File: src/hw/rtl/qee_pkg.sv
package qee_pkg;
   localparam int FRAC_BITS_DEF = 8;
   localparam logic [15:0] SLACK_RESET = 16'd2000;
   localparam int REG_SLACK = 0;
endpackage

File: src/hw/rtl/qee_if.sv
interface qee_req_if;
   logic        valid;
   logic        ready;
   logic [31:0] period_q8;
   logic        direction;
   modport source (output valid, period_q8, direction, input ready);
   modport sink (input valid, period_q8, direction, output ready);
endinterface

interface qee_rsp_if;
   logic        valid;
   logic        ready;
   logic        line_a;
   logic        line_b;
   logic        edge_fired;
   logic signed [31:0] position;
   logic [31:0] edge_count;
   logic [31:0] late_count;
   logic [31:0] catchup_count;
   logic [31:0] resteer_count;
   logic [31:0] last_edge_time;
   modport source (output valid, line_a, line_b, edge_fired, position, edge_count,
                   late_count, catchup_count, resteer_count, last_edge_time,
                   input ready);
   modport sink (input valid, line_a, line_b, edge_fired, position, edge_count,
                 late_count, catchup_count, resteer_count, last_edge_time,
                 output ready);
endinterface

File: src/hw/rtl/quadrature_edge_emitter.sv
// A beat is accepted in idle, evaluated, and its result offered in the result
//   state (idle, evaluate, result).
// A re-steer with wait still owed runs the bit-serial divide (start, quotient
//   bits, done) and a second evaluate.
// A new beat is taken only once the result has been accepted; a stalled result
//   holds the input off. Reset: synchronous, active high; all state zero but
//   the request and product registers, going_forward one, resteer_slack 2000.
module quadrature_edge_emitter #(
   parameter int FRAC_BITS = qee_pkg::FRAC_BITS_DEF
) (
   input  logic        clock,
   input  logic        reset,
   qee_req_if.sink     req,
   qee_rsp_if.source   rsp,
   input  logic        csr_psel,
   input  logic        csr_penable,
   input  logic        csr_pwrite,
   input  logic [1:0]  csr_paddr,
   input  logic [31:0] csr_pwdata,
   output logic [31:0] csr_prdata,
   output logic        csr_pready
);
   localparam int WW = 32 - FRAC_BITS;     // whole part width
   localparam int NW = 32 + WW;            // owed*want product width
   localparam logic [FRAC_BITS-1:0] FMASK = '1;

   typedef enum logic [3:0] {
      ST_IDLE = 4'b0001, ST_EVAL = 4'b0010, ST_DIV = 4'b0100, ST_OUT = 4'b1000
   } state_type;

   state_type st_ff, st_in;
   logic [15:0] slack_ff;
   logic [31:0] p_ff, tick_ff, prev_ff, sum_ff, istart_ff, next_ff, held_ff;
   logic        d_ff;
   logic [FRAC_BITS-1:0] frac_ff;
   logic [WW-1:0] iwhole_ff, owed_ff, want_ff;
   logic        wait_ff, fwd_ff, rst_ff, fine_ff, fired_ff;
   logic [1:0]  ph_ff, pins_ff;
   logic [31:0] pos_ff, edges_ff, late_ff, catch_ff, resteer_ff, last_ff;

   // Divider: product (owed - spent) * want over old whole.
   logic          div_start, div_done;
   logic [NW-1:0] div_num, div_quot;
   logic [31:0]   mul_a;

   qee_div #(.NW(NW), .DW(WW)) u_div (
      .clock(clock), .reset(reset), .start(div_start), .num(div_num),
      .den(iwhole_ff), .done(div_done), .quot(div_quot)
   );

   function automatic logic is_early(input logic [31:0] a, input logic [31:0] b);
      logic [31:0] df;
      df = a - b;
      return df[31];
   endfunction

   // Evaluate one tick; resteer path defers to the divider.
   logic [31:0] e_prev, e_sum, e_istart, e_next, e_held, e_pos, e_edges, e_late;
   logic [31:0] e_catch, e_resteer, e_last, spent, e_sum2;
   logic [FRAC_BITS-1:0] e_frac;
   logic [WW-1:0] e_iwhole, e_owed, e_want;
   logic e_wait, e_fwd, e_rst, e_fine, e_fired, e_div;
   logic [1:0] e_ph, e_pins;
   logic       e_stop, e_entering, fdir;

   always_comb begin
      e_prev = prev_ff; e_sum = sum_ff; e_istart = istart_ff; e_next = next_ff;
      e_held = held_ff; e_pos = pos_ff; e_edges = edges_ff; e_late = late_ff;
      e_catch = catch_ff; e_resteer = resteer_ff; e_last = last_ff;
      e_frac = frac_ff; e_iwhole = iwhole_ff; e_owed = owed_ff; e_want = want_ff;
      e_wait = wait_ff; e_fwd = fwd_ff; e_rst = rst_ff; e_fine = fine_ff;
      e_fired = 1'b0; e_ph = ph_ff; e_pins = pins_ff; e_div = 1'b0;
      e_stop = 1'b0; e_entering = 1'b0; fdir = d_ff;
      spent = tick_ff - istart_ff; e_sum2 = '0; mul_a = '0;
      if (!e_wait) begin
         if (p_ff == '0) begin
            e_prev = tick_ff; e_frac = '0; e_stop = 1'b1;
         end else begin
            if (fdir != e_fwd) begin
               e_ph = e_ph + (fdir ? 2'd3 : 2'd1); e_fwd = fdir;
            end
            e_held = p_ff;
            e_sum = {{(32-FRAC_BITS){1'b0}}, frac_ff} + p_ff;
            e_istart = prev_ff;
            e_iwhole = e_sum[31:FRAC_BITS];
            e_owed = e_iwhole;
            e_next = e_istart + {{FRAC_BITS{1'b0}}, e_owed};
            e_rst = 1'b0; e_fine = 1'b0; e_wait = 1'b1;
         end
      end
      if (!e_stop && !e_fine) begin
         if (is_early(tick_ff, e_next - {16'd0, slack_ff})) begin
            if (fdir != e_fwd) begin
               e_ph = e_ph + (fdir ? 2'd3 : 2'd1); e_fwd = fdir;
            end
            if (p_ff != e_held) begin
               e_resteer = e_resteer + 1'b1; e_rst = 1'b1; e_held = p_ff;
               spent = tick_ff - e_istart;
               if (p_ff == '0) begin
                  e_prev = tick_ff; e_frac = '0; e_wait = 1'b0; e_stop = 1'b1;
               end else begin
                  e_sum2 = {{(32-FRAC_BITS){1'b0}}, e_frac} + p_ff;
                  e_sum = e_sum2;
                  e_want = e_sum2[31:FRAC_BITS];
                  if (spent >= {{FRAC_BITS{1'b0}}, e_owed} || e_iwhole == '0) begin
                     e_owed = '0;
                     e_istart = tick_ff; e_iwhole = e_want;
                     e_next = tick_ff;
                  end else begin
                     mul_a = {{FRAC_BITS{1'b0}}, e_owed} - spent;
                     e_div = 1'b1; e_stop = 1'b1;
                  end
               end
            end
            if (!e_stop && is_early(tick_ff, e_next - {16'd0, slack_ff}))
               e_stop = 1'b1;
         end
         if (!e_stop) begin
            e_fine = 1'b1; e_entering = 1'b1;
         end
      end
      if (!e_stop && e_fine && !is_early(tick_ff, e_next)) begin
         if (e_entering) begin
            if (e_rst) e_catch = e_catch + 1'b1;
            else e_late = e_late + 1'b1;
         end
         unique case (e_ph)
            2'd0: e_pins[0] = 1'b1;
            2'd1: e_pins[1] = 1'b1;
            2'd2: e_pins[0] = 1'b0;
            default: e_pins[1] = 1'b0;
         endcase
         e_prev = e_next; e_frac = e_sum[FRAC_BITS-1:0] & FMASK; e_last = e_next;
         e_pos = e_pos + (e_fwd ? 32'd1 : 32'hFFFF_FFFF);
         e_edges = e_edges + 1'b1;
         e_ph = e_ph + (e_fwd ? 2'd1 : 2'd3);
         e_wait = 1'b0; e_fired = 1'b1;
      end
   end

   // Multiply registered into divider numerator (one 32x24 product).
   logic [NW-1:0] prod_ff;
   logic          prod_go_ff;

   always_comb begin
      st_in = st_ff; div_start = prod_go_ff; div_num = prod_ff;
      unique case (st_ff)
         ST_IDLE: if (req.valid) st_in = ST_EVAL;
         ST_EVAL: st_in = e_div ? ST_DIV : ST_OUT;
         // Wait restarts at this tick, then the phase test repeats.
         ST_DIV:  if (div_done) st_in = ST_EVAL;
         ST_OUT:  if (rsp.ready) st_in = ST_IDLE;
         default: st_in = ST_IDLE;
      endcase
   end

   always_ff @(posedge clock) begin
      if (st_ff == ST_IDLE && req.valid) begin
         p_ff <= req.period_q8; d_ff <= req.direction;
      end
      prod_ff <= {{WW{1'b0}}, mul_a} * {32'd0, e_want};
      if (reset) begin
         st_ff <= ST_IDLE; slack_ff <= qee_pkg::SLACK_RESET; tick_ff <= '0;
         prev_ff <= '0; frac_ff <= '0; sum_ff <= '0; istart_ff <= '0;
         iwhole_ff <= '0; owed_ff <= '0; next_ff <= '0; held_ff <= '0;
         want_ff <= '0; wait_ff <= 1'b0; ph_ff <= '0; fwd_ff <= 1'b1;
         rst_ff <= 1'b0; fine_ff <= 1'b0; pins_ff <= '0; pos_ff <= '0;
         edges_ff <= '0; late_ff <= '0; catch_ff <= '0; resteer_ff <= '0;
         last_ff <= '0; fired_ff <= 1'b0; prod_go_ff <= 1'b0;
      end else begin
         st_ff <= st_in;
         prod_go_ff <= (st_ff == ST_EVAL) && e_div;
         if (csr_psel && csr_penable && csr_pwrite && csr_paddr == 2'(qee_pkg::REG_SLACK))
            slack_ff <= csr_pwdata[15:0];
         if (st_ff == ST_EVAL) begin
            prev_ff <= e_prev; frac_ff <= e_frac; sum_ff <= e_sum;
            istart_ff <= e_istart; iwhole_ff <= e_iwhole; owed_ff <= e_owed;
            next_ff <= e_next; held_ff <= e_held; want_ff <= e_want;
            wait_ff <= e_wait; ph_ff <= e_ph; fwd_ff <= e_fwd; rst_ff <= e_rst;
            fine_ff <= e_fine; pins_ff <= e_pins; pos_ff <= e_pos;
            edges_ff <= e_edges; late_ff <= e_late; catch_ff <= e_catch;
            resteer_ff <= e_resteer; last_ff <= e_last; fired_ff <= e_fired;
            if (!e_div) tick_ff <= tick_ff + 1'b1;
         end
         if (st_ff == ST_DIV && div_done) begin
            owed_ff <= div_quot[WW-1:0];
            istart_ff <= tick_ff; iwhole_ff <= want_ff;
            next_ff <= tick_ff + {{FRAC_BITS{1'b0}}, div_quot[WW-1:0]};
         end
      end
   end

   assign req.ready = (st_ff == ST_IDLE);
   assign rsp.valid = (st_ff == ST_OUT);
   assign rsp.line_a = pins_ff[0];
   assign rsp.line_b = pins_ff[1];
   assign rsp.edge_fired = fired_ff;
   assign rsp.position = pos_ff;
   assign rsp.edge_count = edges_ff;
   assign rsp.late_count = late_ff;
   assign rsp.catchup_count = catch_ff;
   assign rsp.resteer_count = resteer_ff;
   assign rsp.last_edge_time = last_ff;
   assign csr_pready = 1'b1;
   assign csr_prdata = (csr_paddr == 2'(qee_pkg::REG_SLACK)) ? {16'd0, slack_ff} : '0;

   a_onehot: assert property (@(posedge clock) disable iff (reset) $onehot(st_ff))
      else $error("state not one-hot");
   a_noacc: assert property (@(posedge clock) disable iff (reset)
      rsp.valid |-> !req.ready) else $error("accept while result pending");
   a_div: assert property (@(posedge clock) disable iff (reset)
      div_done |-> st_ff == ST_DIV) else $error("divide done out of place");
endmodule

File: src/hw/rtl/qee_div.sv
// Bit-serial restoring divide: quotient = num / den, one quotient bit per cycle.
module qee_div #(
   parameter int NW = 56,
   parameter int DW = 24
) (
   input  logic          clock,
   input  logic          reset,
   input  logic          start,
   input  logic [NW-1:0] num,
   input  logic [DW-1:0] den,
   output logic          done,
   output logic [NW-1:0] quot
);
   localparam int CW = $clog2(NW + 1);
   logic [NW-1:0] q_ff, q_in;
   logic [DW:0]   r_ff, r_in;
   logic [DW-1:0] d_ff, d_in;
   logic [CW-1:0] cnt_ff, cnt_in;
   logic          busy_ff, busy_in, done_ff, done_in;
   logic [DW:0]   trial;

   always_comb begin
      q_in = q_ff; r_in = r_ff; d_in = d_ff; cnt_in = cnt_ff;
      busy_in = busy_ff; done_in = 1'b0;
      trial = {r_ff[DW-1:0], q_ff[NW-1]};
      if (start) begin
         q_in = num; r_in = '0; d_in = den; cnt_in = CW'(NW); busy_in = 1'b1;
      end else if (busy_ff) begin
         if (trial >= {1'b0, d_ff}) begin
            r_in = trial - {1'b0, d_ff};
            q_in = {q_ff[NW-2:0], 1'b1};
         end else begin
            r_in = trial;
            q_in = {q_ff[NW-2:0], 1'b0};
         end
         cnt_in = cnt_ff - 1'b1;
         if (cnt_ff == CW'(1)) begin
            busy_in = 1'b0; done_in = 1'b1;
         end
      end
   end

   always_ff @(posedge clock) begin
      q_ff <= q_in; r_ff <= r_in; d_ff <= d_in; cnt_ff <= cnt_in;
      if (reset) begin
         busy_ff <= 1'b0; done_ff <= 1'b0;
      end else begin
         busy_ff <= busy_in; done_ff <= done_in;
      end
   end

   assign done = done_ff;
   assign quot = q_ff;
endmodule

File: src/flat_wrapper.sv
// flat-port wrapper written by rule: the top's interface ports become plain ports
module quadrature_edge_emitter_flat 
#(
   parameter int FRAC_BITS = qee_pkg::FRAC_BITS_DEF
)
  (clock, reset, csr_psel, csr_penable, csr_pwrite, csr_paddr, csr_pwdata, csr_prdata, csr_pready, req_valid, req_period_q8, req_direction, req_ready, rsp_valid, rsp_line_a, rsp_line_b, rsp_edge_fired, rsp_position, rsp_edge_count, rsp_late_count, rsp_catchup_count, rsp_resteer_count, rsp_last_edge_time, rsp_ready);
  qee_req_if req_i ();
  qee_rsp_if rsp_i ();
  input  logic clock;
  input  logic reset;
  input  logic csr_psel;
  input  logic csr_penable;
  input  logic csr_pwrite;
  input  logic [1:0] csr_paddr;
  input  logic [31:0] csr_pwdata;
  output logic [31:0] csr_prdata;
  output logic csr_pready;
  input wire logic [$bits(req_i.valid)-1:0] req_valid;
  input wire logic [$bits(req_i.period_q8)-1:0] req_period_q8;
  input wire logic [$bits(req_i.direction)-1:0] req_direction;
  output wire logic [$bits(req_i.ready)-1:0] req_ready;
  output wire logic [$bits(rsp_i.valid)-1:0] rsp_valid;
  output wire logic [$bits(rsp_i.line_a)-1:0] rsp_line_a;
  output wire logic [$bits(rsp_i.line_b)-1:0] rsp_line_b;
  output wire logic [$bits(rsp_i.edge_fired)-1:0] rsp_edge_fired;
  output wire logic [$bits(rsp_i.position)-1:0] rsp_position;
  output wire logic [$bits(rsp_i.edge_count)-1:0] rsp_edge_count;
  output wire logic [$bits(rsp_i.late_count)-1:0] rsp_late_count;
  output wire logic [$bits(rsp_i.catchup_count)-1:0] rsp_catchup_count;
  output wire logic [$bits(rsp_i.resteer_count)-1:0] rsp_resteer_count;
  output wire logic [$bits(rsp_i.last_edge_time)-1:0] rsp_last_edge_time;
  input wire logic [$bits(rsp_i.ready)-1:0] rsp_ready;
  assign req_i.valid = req_valid;
  assign req_i.period_q8 = req_period_q8;
  assign req_i.direction = req_direction;
  assign req_ready = req_i.ready;
  assign rsp_valid = rsp_i.valid;
  assign rsp_line_a = rsp_i.line_a;
  assign rsp_line_b = rsp_i.line_b;
  assign rsp_edge_fired = rsp_i.edge_fired;
  assign rsp_position = rsp_i.position;
  assign rsp_edge_count = rsp_i.edge_count;
  assign rsp_late_count = rsp_i.late_count;
  assign rsp_catchup_count = rsp_i.catchup_count;
  assign rsp_resteer_count = rsp_i.resteer_count;
  assign rsp_last_edge_time = rsp_i.last_edge_time;
  assign rsp_i.ready = rsp_ready;
  quadrature_edge_emitter #(.FRAC_BITS(FRAC_BITS)) u_core (.clock(clock), .reset(reset), .req(req_i), .rsp(rsp_i), .csr_psel(csr_psel), .csr_penable(csr_penable), .csr_pwrite(csr_pwrite), .csr_paddr(csr_paddr), .csr_pwdata(csr_pwdata), .csr_prdata(csr_prdata), .csr_pready(csr_pready));
endmodule
File: config.mk
export PLATFORM = sky130hd
export DESIGN_NAME = quadrature_edge_emitter_flat
export DESIGN_NICKNAME = d
export VERILOG_FILES = /design/src/hw/rtl/qee_pkg.sv /design/src/hw/rtl/qee_if.sv /design/src/hw/rtl/quadrature_edge_emitter.sv /design/src/hw/rtl/qee_div.sv /design/src/flat_wrapper.sv
export SDC_FILE = /design/constraint.sdc
export NUM_CORES = 2
export LEC_CHECK = 0
export BUFFER_PORTS_ARGS = -buffer_cell sky130_fd_sc_hd__buf_2
export CORE_UTILIZATION = 30
export DETAILED_ROUTE_END_ITERATION = 8
export GPL_TIMING_DRIVEN = 0
export MAX_ROUTING_LAYER = met4
export SYNTH_ARGS = -nofsm -noshare
export SYNTH_HDL_FRONTEND = slang
export SYNTH_SLANG_ARGS = --single-unit
File: constraint.sdc
create_clock -name clock -period 17 [get_ports clock]
set_input_delay 5.1 -clock clock [delete_from_list [all_inputs] [get_ports clock]]
set_output_delay 5.1 -clock clock [all_outputs]
set_load 0.005 [all_outputs]
Yosys cells after proc, flatten, opt, wreduce, memory -nomap -nowiden
Index checks and enable logic that the tools add are counted.
{"block": "classes", "addsub": 22, "multipliers": 1, "div": 0, "magnitude_cmp": 2, "n_eq_ne": 13, "shifts": 0, "mux": 139, "n_bitwise": 4, "n_reduce_logical": 33}
{"operator": "$mux W32", "n": 44}
{"operator": "$mux W24", "n": 23}
{"operator": "$add A32 B1 Y32 const B", "n": 5}
{"operator": "$sub A32 B32 Y32", "n": 4}
{"operator": "$mux W56", "n": 2}
{"operator": "$add A32 B24 Y32", "n": 2}
{"operator": "$add A8 B32 Y32", "n": 2}
{"operator": "$sub A32 B16 Y32", "n": 2}
{"operator": "$mul A32 B24 Y56", "n": 1}
{"operator": "$mux W8", "n": 7}
{"operator": "$mux W1", "n": 46}
{"operator": "$add A32 B32 Y32", "n": 1}
{"operator": "$ge A32 B24 Y1", "n": 1}
{"operator": "$logic_not A32 Y1", "n": 1}
{"operator": "$ne A32 B32 Y1", "n": 1}
{"operator": "$sub A24 B32 Y32", "n": 1}
{"operator": "$ge A25 B24 Y1", "n": 1}
{"operator": "$logic_not A24 Y1", "n": 1}
{"operator": "$sub A24 B24 Y24", "n": 1}
{"operator": "$mux W2", "n": 9}
{"operator": "$mux W16", "n": 1}
{"operator": "$mux W4", "n": 4}
{"operator": "$pmux W4 S4", "n": 1}
{"operator": "$reduce_and A4 Y1", "n": 3}
{"operator": "23 further kinds", "n": 50}
{"block": "word_totals", "register_bits": 695, "latchBits": 0, "ram_bits": 0, "romBits": 0, "in_bits": 74, "word_cells": 250, "n_memories": 0}

Depth between registers and ports, before layout
{"block": "depth", "depth_word": 22, "mapped_depth": 67, "mapped_depth_nobuf": 63}

Hierarchy
Synthesis repeated with hierarchy kept, for this count alone.
{"block": "hier_totals", "hier_cells": 7995, "area_unflattened_um2": 67249.5}
{"module": "quadrature_edge_emitter", "instances": 1, "cells_each": 7472, "area_per_inst_um2": 61267.5}
{"module": "qee_div", "instances": 1, "cells_each": 523, "area_per_inst_um2": 5982.0}

Worst setup path after synthesis
OpenSTA, ideal clock, no wires.
{"block": "synth_timing", "path_kind": "reg-to-reg", "startpoint": "register u_core.p_ff[0]", "endpoint": "register u_core.prod_ff[51], in the netlist u_core.div_num[51]", "setup_ns": 0.125, "arrival_ns": 14.541, "required_time_ns": 16.875, "path_slack_ns": 2.334, "path_stages_with_launch": 62, "path_cell_list": "edfxtp_1 > ha_1 > fa_1 > a211oi_1 > o21a_1 > o21ai_0 > nand2_1 > inv_1 > ha_1 > inv_1 > fa_1 > nor2b_1 > o21ai_0 > nand2b_1 > a2111oi_0 > a2bb2oi_1 > a2111o_1 > nand4_1 > [... 26 more ...] > fa_1 > inv_1 > fa_1 > inv_1 > ha_1 > and4_1 > a221o_1 > a31oi_1 > o211ai_1 > a41oi_1 > nor4bb_1 > o2111a_1 > nor2_1 > o2111ai_1 > a31oi_1 > nand2b_1 > a21oi_1 > xnor2_1"}
{"block": "synth_between", "elab_chain_len": 12, "elab_cells_between_ends": 41, "classes_between": "add/sub: 7; mul: 1; order compare: 1; eq/ne: 1; mux: 25; reduce/logical: 6"}
{"item": "start, declared", "line": "quadrature_edge_emitter.sv:33", "source": "logic [31:0] p_ff, tick_ff, prev_ff, sum_ff, istart_ff, next_ff, held_ff;"}
{"item": "start signal, assigned", "line": "quadrature_edge_emitter.sv:159", "source": "p_ff <= req.period_q8; d_ff <= req.direction;"}
{"item": "branches (longest 11 deep; another with $add A8 B32 Y32)"}
{"item": "$mul A32 B24 Y56 (*)", "line": "quadrature_edge_emitter.sv:161", "source": "prod_ff <= {{WW{1'b0}}, mul_a} * {32'd0, e_want};"}
{"item": "end signal, assigned", "line": "quadrature_edge_emitter.sv:161"}
{"item": "end, declared", "line": "quadrature_edge_emitter.sv:142", "source": "logic [NW-1:0] prod_ff;"}
Every way passes the cells marked *.
A chain may end at the register's enable or synchronous reset.

Final worst setup path
{"block": "layout_timing", "startpoint": "register u_core.p_ff[4]", "endpoint": "register u_core.prod_ff[51], in the netlist u_core.div_num[51]"}
Same word-level chain as after synthesis.

==> impl_metrics.sql <==
INSERT INTO impl_metrics (metric_group, metric, value, unit) VALUES
('setup_path', 'cp.required', '17.64', 'ns'),
('detailed_routing', 'detailroute.via_count', '60924', ''),
('sta', 'final_period_minus_worst_setup_slack', '16.65', 'ns'),
('die', 'rows', '172', ''),
('sta', 'final-setup-viol-count', '0', ''),
('global_routing', 'grt_util_met3', '4.56', '%'),
('place', 'place_hpwl', '220000', 'um'),
('run', 'cap_viol_max_count', '3', ''),
('pwr', 'power_internal', '0.00509', 'W'),
('place', 'placement.io_buffers', '270', ''),
('detailed_routing', 'route.final.wire_length', '274000', 'um'),
('setup_path', 'critical_path.endpoint_type', 'register', ''),
('synth', 'ys_seq_area_share', '22.0', '%'),
('sta', 'worst_hold_slack', '0.452', 'ns'),
('pwr', 'power-per-cell-area', '140', 'mW/mm^2'),
('synth', 'synthCells', '7849', ''),
('synth', 'postSynth.asyncResetShare', '0', '%'),
('die', 'die_area', '0.223', 'sq mm'),
('global_routing', 'grt_most_used_layer', 'met2', ''),
('clock_network', 'cts.htree.levels', '3', ''),
('global_routing', 'grt_antenna_before_repair', '20', ''),
('finish', 'design.final.nets', '9603', ''),
('pwr', 'p_seq_share', '18.1', '%'),
('clock_network', 'cell_chosen_for_the_clock_root', 'clkbuf_16', ''),
('global_routing', 'met1_usage', '32.0', '%'),
('die', 'io_pins', '304', ''),
('setup_path', 'critPathLaunchType', 'register', ''),
('synth', 'number_of_enable_flip_flop_cells_after_synthesis', '113', ''),
('finish', 'fill_cells', '22861', ''),
('run_status', 'status', 'complete, but fails checks', ''),
('finish', 'multiInputGateArea', '0.0475', 'sq mm'),
('clock_network', 'cts_made_buffers', '81', ''),
('detailed_routing', 'post_route_drc_violation_count', '0', ''),
('setup_path', 'critPathArrivalTime', '17.29', 'ns'),
('detailed_routing', 'drt_iter0_markers', '5915', ''),
('synth', 'yosys.cell_types.count', '99', ''),
('die', 'initial_utilization', '30.2', '%'),
('clock_network', 'clkTransAtPathRegs', '0.06', 'ns'),
('pwr', 'p_switching', '0.00558', 'W'),
('synth', 'synthesis.area', '0.0662', 'sq mm'),
('min_path', 'hold_class', 'reg2reg', ''),
('finish', 'fraction_of_layout_instances_using_a_drive_strength_above_1', '10.7', '%'),
('global_routing', 'grtUsageTotal', '24.8', '%'),
('sta', 'timing.max_slew.rel_slack', '-5.73', '%'),
('setup_path', 'timing.critical_path.slowest_cell_delay', '0.62', 'ns'),
('run_status', 'failing_checks', 'max-capacitance violations, max-slew violations', ''),
('global_routing', 'vias_in_the_first_global_route', '59397', ''),
('clock_network', 'clk_path_buf_depth', '3', ''),
('detailed_routing', 'average_wire_per_standard_cell', '24.2', 'um'),
('detailed_routing', 'ant_nets', '0', ''),
('synth', 'ys_ff_latch', '671', ''),
('global_routing', 'grt_first_pass_wirelength', '401000', 'um'),
('sta', 'setup_slack', '0.348', 'ns'),
('global_routing', 'grt_start_max_net_pins', '57', ''),
('die', 'fp.coreArea', '0.220', 'sq mm'),
('setup_path', 'cpMaxStageDelayCell', 'clkdlybuf4s18_2', ''),
('sta', 'slew_violations', '29', ''),
('setup_path', 'critical_path.max_fanout', '10', ''),
('setup_path', 'critical_path_class', 'reg2reg', ''),
('synth', 'dominant_cell_by_count_in_the_synthesized_netlist', 'inv_1', ''),
('pwr', 'p_leak', '33.0', 'nW'),
('global_routing', 'grt_util_met2', '37.8', '%'),
('sta', 'maxClockFrequency', '0.0601', 'GHz'),
('detailed_routing', 'detail_route.vias_per_cell', '5.39', ''),
('place', 'placement.setup.worst_slack', '-4.93', 'ns'),
('synth', 'yosys_warnings', '0', ''),
('synth', 'netlist_top_cells_area', 'fa_1 (21%), dfxtp_1 (17%), ha_1 (9.1%)', ''),
('sta', 'final_hold_viol_count', '0', ''),
('finish', 'synth_to_final_area_change', '15.0', '%'),
('clock_network', 'numClockSinks', '671', ''),
('clock_network', 'clock_insertion_delay_worst_skew', '0.75', 'ns');
==> critical path: cells and delay by family (launching register included) <==
family,cells,cell delay [ns]
adder cells (fa/ha/maj),10,4.62
AO/OA/AOI/OAI,19,4.51
XOR/XNOR,2,0.56
flip-flops,1,0.51
buffers and inverters,13,3.21
AND/OR/NAND/NOR,13,2.73
multiplexers,1,0.37
==> through the flow <==
| stage | total power [W] | std cells | TNS, ns | cell area, sq um |
|---|---|---|---|---|
| finish | 0.0107 | 11297 | 0 | 76200 |
| global route | 0.0113 | 11294 | -0.0862 | 76200 |
| CTS | 0.0104 | 11261 | -0.0313 | 75600 |
| detailed placement | 0.00826 | 11110 | -150.04 | 71800 |
| global placement | 0.00819 | 11101 | -371.67 | 71600 |
| floorplan | 0.00597 | 7960 | 0 | 66700 |
==> placed cells by master, fill, tap and decap left out, types with 125 or more instances in the layout <==
master    count
dfxtp_1     558
fa_1        696
nor3_1      125
nor2_1      731
inv_1      1024
clkbuf_1    236
o21ai_0     248
a21oi_1     472
nand3_1     184
xnor2_1     193
buf_2       322
ha_1        482
nand2_1     901
==> metal layers <==
metal / share of wire, % / up-vias
met5: 0 / -
met4: 5.1 / 0
met3: 9.1 / 640
met2: 44 / 2956
met1: 42 / 30116
li1: - / 27212
==> worst paths after layout <==
kind,start,endpoint,slack [ns],cells after the start
hold reg to reg,u_core.rsp.last_edge_time[1],u_core.rsp.last_edge_time[1],0.45,2
setup / recovery,u_core.p_ff[4],u_core.div_num[51],0.35,58
hold / removal,u_core.rsp.last_edge_time[1],u_core.rsp.last_edge_time[1],0.45,2
setup reg to reg,u_core.p_ff[4],u_core.div_num[51],0.35,58
==> sequential cells by signal (all words and copies together), names as in the netlist, 32 cells and up <==
name / cells
u_core.rsp.last_edge_time: 32
u_core.rsp.position: 32
u_core.held_ff: 32
u_core.tick_ff: 32
u_core.next_ff: 32
u_core.prev_ff: 32
u_core.istart_ff: 32
u_core.rsp.edge_count: 32
u_core.div_num: 56
u_core.rsp.late_count: 32
u_core.u_div.quot: 56
u_core.p_ff: 32
u_core.rsp.catchup_count: 32
u_core.rsp.resteer_count: 32
==> power groups by stage <==
stage               sequential [W]  clock, W  combinational (W)
floorplan                  0.00191         0            0.00406
global placement           0.00196         0            0.00623
detailed placement         0.00196         0            0.00630
CTS                        0.00193   0.00194            0.00654
global route               0.00194   0.00199            0.00735
finish                     0.00193   0.00191            0.00683
==> cell families (layout without fill, tap and decap cells) <==
logic type      Yosys count  in the layout  synth area share, %
compound gates         1475           1475                 14.4
xor+xnor                322            322                 4.26
fa+ha+maj              1180           1180                 30.2
buf+inv                1438           1891                 8.35
flops                   671            671                 22.0
mux                     172            172                 2.76
other cells               2            126               0.0113
simple gates           2589           2589                 18.0
==> area by class of cell <==
| class | instances | share of cell area [%] |
|---|---|---|
| Multi-Input combinational cell | 5851 | 62.3 |
| Sequential cell | 671 | 19.1 |
| Inverter | 1027 | 5.06 |
| Tap cell | 2871 | 4.71 |
| Clock buffer | 109 | 2.96 |
| Buffer | 398 | 2.53 |
| Timing Repair Buffer | 319 | 2.48 |
| Clock inverter | 38 | 0.778 |
| Antenna cell | 13 | 0.0427 |
==> what timing repair did <==
action,4_1_cts,5_1_grt
hold buffers,0,0
gates cloned,0,0
resized for setup,241,139
pin swaps,8,18
setup endpoints to repair,82,19
setup buffers,13,27
No activity file was read; power rests on OpenSTA's default activity.
